## config.mk

```make
export PLATFORM = sky130hd
export DESIGN_NAME = led_driver_two_wire_byte_serializer_top
export DESIGN_NICKNAME = d
export VERILOG_FILES = /design/src/rtl/ledser_pkg.sv /design/src/rtl/ledser_front.sv /design/src/rtl/ledser_queue.sv /design/src/rtl/ledser_back.sv /design/src/rtl/led_driver_two_wire_byte_serializer_top.sv
export SDC_FILE = /design/constraint.sdc
export NUM_CORES = 1
export LEC_CHECK = 0
export BUFFER_PORTS_ARGS = -buffer_cell sky130_fd_sc_hd__buf_2
export CORE_MARGIN = 4
export CORE_UTILIZATION = 58
export CTS_CLUSTER_DIAMETER = 40
export DETAILED_ROUTE_END_ITERATION = 12
export GPL_ROUTABILITY_DRIVEN = 0
export PLACE_DENSITY = 0.86
export SETUP_SLACK_MARGIN = 0.15
export SLEW_MARGIN = 40
export SYNTH_ARGS = -nofsm -noshare
export SYNTH_HDL_FRONTEND = slang
export SYNTH_HIERARCHICAL = 1
export SYNTH_SLANG_ARGS = --single-unit
```

## constraint.sdc

```tcl
create_clock -name clk -period 3.5 [get_ports clk]
set_input_delay 0.35 -clock clk [delete_from_list [all_inputs] [get_ports clk]]
set_output_delay 0.35 -clock clk [all_outputs]
set_load 0.01 [all_outputs]
```

## src/rtl/ledser_pkg.sv

```systemverilog
// Shared types and constants for the two-wire LED driver byte serializer.
// No dependencies; imported by every module of the block.
`default_nettype none

package ledser_pkg;

    // Top two bits of a command both set: no stop condition follows
    localparam logic [1:0] NO_STOP_BITS = 2'b11;

    // Segment codes of the back-end sequencer
    localparam logic [1:0] SEG_START = 2'd0;
    localparam logic [1:0] SEG_BITS  = 2'd1;
    localparam logic [1:0] SEG_ACK   = 2'd2;
    localparam logic [1:0] SEG_STOP  = 2'd3;

    localparam logic [1:0] SUB_LAST_START = 2'd3;
    localparam logic [1:0] SUB_LAST_BIT   = 2'd2;
    localparam logic [1:0] SUB_LAST_ACK   = 2'd2;
    localparam logic [1:0] SUB_LAST_STOP  = 2'd3;
    localparam logic [2:0] IDX_LAST_BIT   = 3'd7;

    // One classified byte, as queued between front and back
    typedef struct packed {
        logic       has_start;
        logic       has_stop;
        logic [7:0] value;
    } ledser_desc_t;

    // Queue status seen by the back end
    typedef struct packed {
        logic empty;
        logic full;
    } ledser_qstat_t;

endpackage

`default_nettype wire

```

## src/rtl/ledser_front.sv

```systemverilog
// Front end: accepts a byte request and classifies it (start, stop).
// Depends on ledser_pkg.
`default_nettype none

module ledser_front
    import ledser_pkg::*;
(
    input  wire logic          start,
    input  wire logic          req_type,
    input  wire logic [7:0]    byte_value,
    input  wire logic          last_data,
    input  wire ledser_qstat_t qstat,
    output logic               busy,
    output logic               push,
    output ledser_desc_t       push_desc
);

    always_comb
    begin
        busy                = qstat.full;
        push                = start && !qstat.full;
        push_desc.has_start = !req_type;
        push_desc.value     = byte_value;
        // Commands stop unless both top bits are set; data stops on the last byte
        if (req_type)
        begin
            push_desc.has_stop = last_data;
        end
        else
        begin
            push_desc.has_stop = (byte_value[7:6] != NO_STOP_BITS);
        end
    end

endmodule

`default_nettype wire

```

## src/rtl/ledser_queue.sv

```systemverilog
// Short FIFO of classified bytes between front and back ends.
// Depends on ledser_pkg.
`default_nettype none

module ledser_queue
    import ledser_pkg::*;
#(
    parameter int DEPTH = 2
)
(
    input  wire logic          clk,
    input  wire logic          rst_n,
    input  wire logic          push,
    input  wire ledser_desc_t  push_desc,
    input  wire logic          pop,
    output ledser_desc_t       head_desc,
    output ledser_qstat_t      qstat
);

    localparam int PTR_W = (DEPTH > 1) ? $clog2(DEPTH) : 1;
    localparam int CNT_W = $clog2(DEPTH + 1);
    localparam logic [PTR_W-1:0] PTR_LAST = PTR_W'(DEPTH - 1);
    localparam logic [CNT_W-1:0] CNT_FULL = CNT_W'(DEPTH);

    ledser_desc_t     entry_reg [DEPTH];
    logic [PTR_W-1:0] wr_ptr_reg;
    logic [PTR_W-1:0] wr_ptr_next;
    logic [PTR_W-1:0] rd_ptr_reg;
    logic [PTR_W-1:0] rd_ptr_next;
    logic [CNT_W-1:0] count_reg;
    logic [CNT_W-1:0] count_next;
    logic             do_push;
    logic             do_pop;

    always_comb
    begin
        qstat.empty = (count_reg == '0);
        qstat.full  = (count_reg == CNT_FULL);
        do_push     = push && !qstat.full;
        do_pop      = pop && !qstat.empty;
        head_desc   = entry_reg[rd_ptr_reg];

        wr_ptr_next = wr_ptr_reg;
        rd_ptr_next = rd_ptr_reg;
        count_next  = count_reg;
        if (do_push)
        begin
            wr_ptr_next = (wr_ptr_reg == PTR_LAST) ? '0 : wr_ptr_reg + 1'b1;
        end
        if (do_pop)
        begin
            rd_ptr_next = (rd_ptr_reg == PTR_LAST) ? '0 : rd_ptr_reg + 1'b1;
        end
        if (do_push && !do_pop)
        begin
            count_next = count_reg + 1'b1;
        end
        else if (do_pop && !do_push)
        begin
            count_next = count_reg - 1'b1;
        end
    end

    always_ff @(posedge clk or negedge rst_n)
    begin
        if (!rst_n)
        begin
            wr_ptr_reg <= '0;
            rd_ptr_reg <= '0;
            count_reg  <= '0;
        end
        else
        begin
            wr_ptr_reg <= wr_ptr_next;
            rd_ptr_reg <= rd_ptr_next;
            count_reg  <= count_next;
        end
    end

    always_ff @(posedge clk)
    begin
        if (do_push)
        begin
            entry_reg[wr_ptr_reg] <= push_desc;
        end
    end

endmodule

`default_nettype wire

```

## src/rtl/ledser_back.sv

```systemverilog
// Back end: sequencer that walks an optional start, eight bits, ack slot and
// optional stop, emitting one pin phase per cycle while active. Depends on ledser_pkg.
`default_nettype none

module ledser_back
    import ledser_pkg::*;
(
    input  wire logic          clk,
    input  wire logic          rst_n,
    input  wire ledser_desc_t  head_desc,
    input  wire ledser_qstat_t qstat,
    output logic               pop,
    output logic               strobe,
    output logic               clock_level,
    output logic               data_level,
    output logic               data_released,
    output logic               last_phase
);

    logic         active_reg;
    logic         active_next;
    logic [1:0]   seg_reg;
    logic [1:0]   seg_next;
    logic [2:0]   idx_reg;
    logic [2:0]   idx_next;
    logic [1:0]   sub_reg;
    logic [1:0]   sub_next;
    ledser_desc_t desc_reg;
    logic         done;
    logic [2:0]   prev_idx;

    assign prev_idx = 3'(idx_reg - 3'd1);

    // Final phase of the current byte
    always_comb
    begin
        case (seg_reg)
            SEG_ACK:  done = (sub_reg == SUB_LAST_ACK) && !desc_reg.has_stop;
            SEG_STOP: done = (sub_reg == SUB_LAST_STOP);
            default:  done = 1'b0;
        endcase
    end

    always_comb
    begin
        pop         = (!active_reg || done) && !qstat.empty;
        active_next = active_reg;
        seg_next    = seg_reg;
        idx_next    = idx_reg;
        sub_next    = sub_reg + 2'd1;

        if (!active_reg || done)
        begin
            // Load the next byte straight away so phases run back to back
            active_next = !qstat.empty;
            seg_next    = head_desc.has_start ? SEG_START : SEG_BITS;
            idx_next    = '0;
            sub_next    = '0;
        end
        else
        begin
            case (seg_reg)
                SEG_START:
                begin
                    if (sub_reg == SUB_LAST_START)
                    begin
                        seg_next = SEG_BITS;
                        sub_next = '0;
                    end
                end
                SEG_BITS:
                begin
                    if (sub_reg == SUB_LAST_BIT)
                    begin
                        sub_next = '0;
                        if (idx_reg == IDX_LAST_BIT)
                        begin
                            seg_next = SEG_ACK;
                        end
                        else
                        begin
                            idx_next = idx_reg + 3'd1;
                        end
                    end
                end
                SEG_ACK:
                begin
                    if (sub_reg == SUB_LAST_ACK)
                    begin
                        seg_next = SEG_STOP;
                        sub_next = '0;
                    end
                end
                default:
                begin
                    sub_next = sub_reg + 2'd1;
                end
            endcase
        end
    end

    // Pin levels of the current phase
    always_comb
    begin
        strobe        = active_reg;
        last_phase    = active_reg && done;
        clock_level   = 1'b0;
        data_level    = 1'b0;
        data_released = 1'b0;
        case (seg_reg)
            SEG_START:
            begin
                clock_level = (sub_reg != SUB_LAST_START);
                data_level  = (sub_reg < 2'd2);
            end
            SEG_BITS:
            begin
                clock_level = (sub_reg == SUB_LAST_BIT);
                if (sub_reg == 2'd0)
                begin
                    // Clock-low phase still shows what the line held before
                    if (idx_reg == 3'd0)
                    begin
                        data_released = !desc_reg.has_start;
                    end
                    else
                    begin
                        data_level = desc_reg.value[prev_idx];
                    end
                end
                else
                begin
                    data_level = desc_reg.value[idx_reg];
                end
            end
            SEG_ACK:
            begin
                clock_level   = (sub_reg == 2'd1);
                data_released = 1'b1;
            end
            SEG_STOP:
            begin
                clock_level   = (sub_reg >= 2'd2);
                data_level    = (sub_reg == SUB_LAST_STOP);
                data_released = (sub_reg == 2'd0);
            end
            default:
            begin
                clock_level = 1'b0;
            end
        endcase
    end

    always_ff @(posedge clk or negedge rst_n)
    begin
        if (!rst_n)
        begin
            active_reg <= 1'b0;
            seg_reg    <= SEG_START;
            idx_reg    <= '0;
            sub_reg    <= '0;
        end
        else
        begin
            active_reg <= active_next;
            seg_reg    <= seg_next;
            idx_reg    <= idx_next;
            sub_reg    <= sub_next;
        end
    end

    always_ff @(posedge clk)
    begin
        if (pop)
        begin
            desc_reg <= head_desc;
        end
    end

endmodule

`default_nettype wire

```

## src/rtl/led_driver_two_wire_byte_serializer_top.sv

```systemverilog
// Top level of the two-wire LED driver byte serializer.
// Instantiates ledser_front, ledser_queue and ledser_back; uses ledser_pkg.
//
//  channel  | handshake              | payload
//  ---------+------------------------+-------------------------------------------
//  request  | start in, busy out     | req_type, byte_value, last_data
//  phase    | strobe out, no stall   | clock_level, data_level, data_released,
//           |                        | last_phase
//
// A byte yields 35, 31 or 27 phases, one per cycle, from the back-end sequencer.
// Accepted bytes wait in a QUEUE_DEPTH-entry queue; busy is high while it is full.
// The sequencer takes the next byte on the final phase of the current one, so
// phases of consecutive bytes follow with no gap when the next byte is queued.
// Reset empties the queue and idles the sequencer. The receiver cannot stall.
`default_nettype none

module led_driver_two_wire_byte_serializer_top
    import ledser_pkg::*;
#(
    parameter int QUEUE_DEPTH = 2
)
(
    input  wire logic       clk,
    input  wire logic       rst_n,
    input  wire logic       start,
    output logic            busy,
    input  wire logic       req_type,
    input  wire logic [7:0] byte_value,
    input  wire logic       last_data,
    output logic            strobe,
    output logic            clock_level,
    output logic            data_level,
    output logic            data_released,
    output logic            last_phase
);

    ledser_qstat_t qstat;
    ledser_desc_t  push_desc;
    ledser_desc_t  head_desc;
    logic          push;
    logic          pop;

    ledser_front u_front (
        .start      (start),
        .req_type   (req_type),
        .byte_value (byte_value),
        .last_data  (last_data),
        .qstat      (qstat),
        .busy       (busy),
        .push       (push),
        .push_desc  (push_desc)
    );

    ledser_queue #(
        .DEPTH (QUEUE_DEPTH)
    ) u_queue (
        .clk       (clk),
        .rst_n     (rst_n),
        .push      (push),
        .push_desc (push_desc),
        .pop       (pop),
        .head_desc (head_desc),
        .qstat     (qstat)
    );

    ledser_back u_back (
        .clk           (clk),
        .rst_n         (rst_n),
        .head_desc     (head_desc),
        .qstat         (qstat),
        .pop           (pop),
        .strobe        (strobe),
        .clock_level   (clock_level),
        .data_level    (data_level),
        .data_released (data_released),
        .last_phase    (last_phase)
    );

endmodule

`default_nettype wire

```

# Word level (Yosys, flattened, before mapping)
# Memories as Yosys holds them, arrays and structs flattened.
# Index checks and enable logic that the tools add are counted.
# op_classes
n_mux,34
order_cmp,4
addsub,7
eq_ne,15
reduce_logical,28
# op_table
operator,n
2-bit two-way mux,10
1-bit two-way mux,12
3-bit two-way mux,4
3-bit by 1-bit != test with 1-bit output (second input constant),4
2-bit equality test (second input constant),5
1-bit logical AND,8
1-bit zero test,8
3-bit by 4-bit less-than comparator with 1-bit output (second input constant),2
1-bit binary-select mux with 3-bit select,2
2-bit zero test,3
1-bit one-hot mux with 3 select lines,2
2-bit one-hot mux with 3 select lines,1
2-bit nonzero test,3
5-bit AND reduction,1
2-bit by 1-bit adder with 2-bit output (second input constant),2
2-bit by 1-bit equality test with 1-bit output (second input constant),2
2-bit != test (second input constant),2
1-bit one-hot mux with 4 select lines,1
2-bit one-hot mux with 2 select lines,1
4-bit nonzero test,1
3-bit by 1-bit adder with 3-bit output (second input constant),1
3-bit equality test (second input constant),1
3-bit zero test,1
3-bit AND reduction,1
9 further kinds,10
# word_totals
ram_bits,20
memories,1
register_bits,22
input_bits,13
word_cells,99
out_inout_bits,6
# mem_list
name,words,width,rd,rd_clocked_by_memory_dff,wr,line_no,source
u_queue.entry_reg,2,10,1,0,1,ledser_queue.sv:25,ledser_desc_t entry_reg [DEPTH];

# Depth between registers and ports, before layout
# depth
depth_word,9
depth_mapped,10
ltp_nobuf,10

# Cells and area by module
# The synthesis kept the hierarchy.
# modules_own_cells
mod,n_inst,seq_area_each_um2,area_each_um2,cells_each
ledser_back,1,500.5,1119.8,93
ledser_queue,1,700.7,919.6,50
ledser_front,1,0.0,90.1,13

# Worst setup path after synthesis
# No wires, ideal clock.
# synth_path
path_type,register to register
startpoint,register u_back.seg_reg[0]
endpoint,register u_queue.count_reg[1]
arrival_time_ns,2.696
setup_slack_ns,0.725
path_buffers,0
path_stages_with_launch,11
setup_ns,0.079
period_less_slack_ns,2.775
required_ns,3.421
cell_sequence,dfrtp_1 inv_1 ha_1 nand2_1 o211ai_1 nor2b_1 o21ai_1 ha_1 xor2_1 nor2_1 xor2_1
# synth_via
elab_chain_cells,8
elab_cells_between_ends,11
cone_classes,eq/ne: 2; mux: 2; reduce/logical: 7
# synth_rtl
item,line_no,source
start: declaration,ledser_back.sv:22,logic [1:0] seg_reg;
start signal: assignment,ledser_back.sv:166,seg_reg <= seg_next;
2-bit equality test,ledser_back.sv:37,case (seg_reg)
1-bit one-hot mux with 2 select lines *,ledser_back.sv:37,
1-bit logical OR *,ledser_back.sv:46,pop = (!active_reg || done) && !qstat.empty;
1-bit logical AND *,ledser_back.sv:46,
named net pop,led_driver_two_wire_byte_serializer_top.sv:41,logic pop;
1-bit logical AND *,ledser_queue.sv:40,do_pop = pop && !qstat.empty;
1-bit zero test,ledser_queue.sv:54,if (do_push && !do_pop)
1-bit logical AND,ledser_queue.sv:54,
2-bit two-way mux or 2-bit nonzero test (tied branches),-,
end signal: assignment,ledser_queue.sv:76,count_reg <= count_next;
end: declaration,ledser_queue.sv:30,logic [CNT_W-1:0] count_reg;
# Mark *: on every way through the listed nets, which the timed path passes. The rest lies on a longest branch.
# A chain may end at the register's enable or synchronous reset.

# Final worst setup path
# Same ends and word-level chain as after synthesis.

==> impl_metrics.toml <==
[timing]
max-slew-margin-rel = 0.554
setup_viol = 0
hold_violations = 0
worst_pin_slew_ns = 0.666
finalSetupTns_ns = 0
period_share = 0.805
fmax_ghz = 0.355
finalClockSkew_ns = 0.00309
rsz0062_at_grt = "no"
fin_ws_ns = 0.683
drv_slew = 0
min_period_ns = 2.82

[drt]
drc_errors = 0
drtPass1Iterations = 4
vias = 1200
finalWirelength_mm = 3.39
drt_iter0_markers = 77
ant_nets = 0
vias_per_cell = 5.45
wl_per_cell_um = 15.4

[layout]
final_nets = 202
drive_above_1_share = 0.201
seq_area_mm2 = 0.00120
finalNonFillerCells = 220
multi_input_area_um2 = 818
largest_reg_flops = 20
fillers = 254
synthToLayoutAreaGrowth_pct = 8.23
diodes = 0

[floorplanning]
start_util = 0.619
rows = 21
die_y_um = 68.6
core_mm2 = 0.00344
die_area_mm2 = 0.00471
die_w_um = 68.6
ios = 19

[cts]
clk-insertion-delay-late_ns = 0.28
cts_buffer_depth = 2
cts_tree = "built"
cts.repair.resized = 0
cts_made_buffers = 5
htree_num_levels = 2
clkSlewWorstSetupHoldPaths_ns = 0.07
clockRootBuffer = "clkbuf_8"
cts.sinks = 42

[setup_path]
startpoint = "u_back/seg_reg[0]"
cp-end-kind = "flop"
r2r_cells = 11
rrSetupSlack_ns = 0.68
arrival_ns = 3.02
worstReg2RegEnd = "u_queue/count_reg[1]"
crit_end = "u_queue/count_reg[1]"
critPathLaunchType = "flop"
cpPeakStageDelay_ns = 0.56
rr_startpoint = "u_back/seg_reg[0]"
worst_ep_required_time_ns = 3.70
path_class = "flop to flop"
crit_chain = "inv_1 -> ha_1 -> nand2_1 -> o211ai_1 -> nor2b_1 -> buf_4 -> o21ai_1 -> ha_1 -> xor2_1 -> nor2_1 -> xor2_1"
slowest_stage = "o211ai_1"
path_max_fanout = 11

[logic_synthesis]
avgSynthCellArea_um2 = 13.7
ys_seq_area_frac = 0.564
async_reset_ff_frac = 0.286
post_synth_num_cell_types = 34
synth-warning-count = 6
yosys.area.top_type = "edfxtp_1"
netlist_instances = 156
yosys.area.top_type_share = 0.423
synth_ff_type = "edfxtp_1"
synth_nets = 185
synth.area.top_cells = "edfxtp_1 42%, dfrtp_1 14%, ha_1 9.4%"
postSynthRegisterBits = 42
synth_edf_count = 30
syn-cell-area_mm2 = 0.00213

[place]
dp_hpwl_mm = 2.60
placed_cells = 211
io_buffers = 18
pre_cts_slack_ns = 0.708

[pwr]
p_sw_frac = 0.360
leakage_nw = 0.930
power.density_mw_per_mm2 = 797
p_clk_frac = 0.156
power_frac_comb = 0.406
power.share.sequential = 0.438
ir_drop_mv = 0.492
switchingPower_mw = 0.662
power.internal_mw = 1.18

[flow_run]
maxCapViolCount = 0

[status]
outcome = "finished clean"

[global_route]
antenna_found_initial = 0
grt_max_degree = 14
grt_overflow_total = 0
grt_pass1_vias = 1240
grt_use_total = 0.172
grt_first_pass_wirelength_mm = 5.85

[hold_path]
min_from = "byte_value[5]"
hold_path.class = "primary input to flop"
[synth_stat cells (2+ instances only)]
master    count
a21oi_1       6
buf_4        10
dfrtp_1      12
edfxtp_1     30
ha_1         16
inv_1        10
mux2_1       10
mux2_2        2
mux2i_1       3
mux4_1        2
mux4_2        2
nand2_1       8
nor2_1       10
nor2b_1       7
o21ai_0       4
xnor2_1       5
xor2_1        2
[cell usage in the layout, fill, tap and decap left out, types with 2 or more instances in the layout]
cell type	synthesis	layout
clkbuf_8	0	5
mux2_2	2	2
mux2i_1	3	3
xor2_1	2	2
buf_2	0	18
dfrtp_1	12	12
a21oi_1	6	6
inv_1	10	10
clkinv_2	0	2
xnor2_1	5	5
nand2_1	8	8
mux2_1	10	10
ha_1	16	16
mux4_1	2	2
mux4_2	2	2
nor2_1	10	9
o21ai_0	4	4
edfxtp_1	30	30
nor2b_1	7	7
[per-layer routing]
| metal | vias up | wire (µm) | global-route usage |
|---|---|---|---|
| li1 | 586 | - | - |
| met1 | 580 | 1420 | 0.217 |
| met2 | 27 | 1780 | 0.294 |
| met3 | 7 | 128 | 0.0308 |
| met4 | 0 | 59 | 0.0645 |
| met5 | - | 0 | 0 |
[worst max-delay path, delay by kind of cell, from the launching register on]
family,cells,cell delay [ns]
compound gates,2,0.69
fa+ha+maj,2,0.53
simple gates,3,0.45
flops,1,0.43
buf+inv,2,0.35
xor+xnor,2,0.29
[kinds of logic after synthesis]
group,Yosys count,share of synthesized area
flip-flops,42,0.564
AND/OR/NAND/NOR,33,0.0764
buffers and inverters,20,0.0529
AO/OA/AOI/OAI,19,0.0605
multiplexers,19,0.123
adder cells (fa/ha/maj),16,0.0940
XOR/XNOR,7,0.0288
[worst min path at each step]
stage	slack (ns)	to	depth (start not counted)
global placement	0.24	u_queue/wr_ptr_reg	1
floorplan	0.05	u_back/idx_reg[0]	0
detailed placement	0.25	u_queue/wr_ptr_reg	1
CTS	0.25	u_queue/entry_reg[0][5]	1
finish	0.25	u_queue/entry_reg[0][5]	1
global route	0.25	u_queue/entry_reg[0][3]	1
[cell type report]
| cell class | count | area share |
|---|---|---|
| Sequential cell | 42 | 0.521 |
| Multi-Input combinational cell | 94 | 0.355 |
| Timing Repair Buffer | 20 | 0.0467 |
| Tap cell | 46 | 0.0250 |
| Clock buffer | 6 | 0.0315 |
| Inverter | 10 | 0.0163 |
| Clock inverter | 2 | 0.00434 |
[power groups by stage]
stage | clock network (mW) | registers (mW) | logic (mW)
6_report | 0.286 | 0.805 | 0.746
5_1_grt | 0.319 | 0.822 | 0.842
4_1_cts | 0.294 | 0.806 | 0.750
3_5_place_dp | 0 | 0.816 | 0.742
3_3_place_gp | 0 | 0.801 | 0.704
2_1_floorplan | 0 | 0.768 | 0.604
[per-stage QoR]
stage	util	power [mW]	hold slack (ns)	cell area, µm²
4_1_cts	0.669	1.85	0.248	2300
5_1_grt	0.670	1.98	0.247	2300
2_1_floorplan	-	1.37	0.0544	2130
6_report	0.670	1.84	0.254	2300
3_5_place_dp	0.642	1.56	0.245	2210
3_3_place_gp	0.642	1.51	0.238	2210
[timing repair]
action,in CTS,in global routing
hold endpoints to repair,12,0
hold buffers,1,0
buffers inserted,0,0
setup endpoints to repair,0,0
No activity file was read; power rests on OpenSTA's default activity.
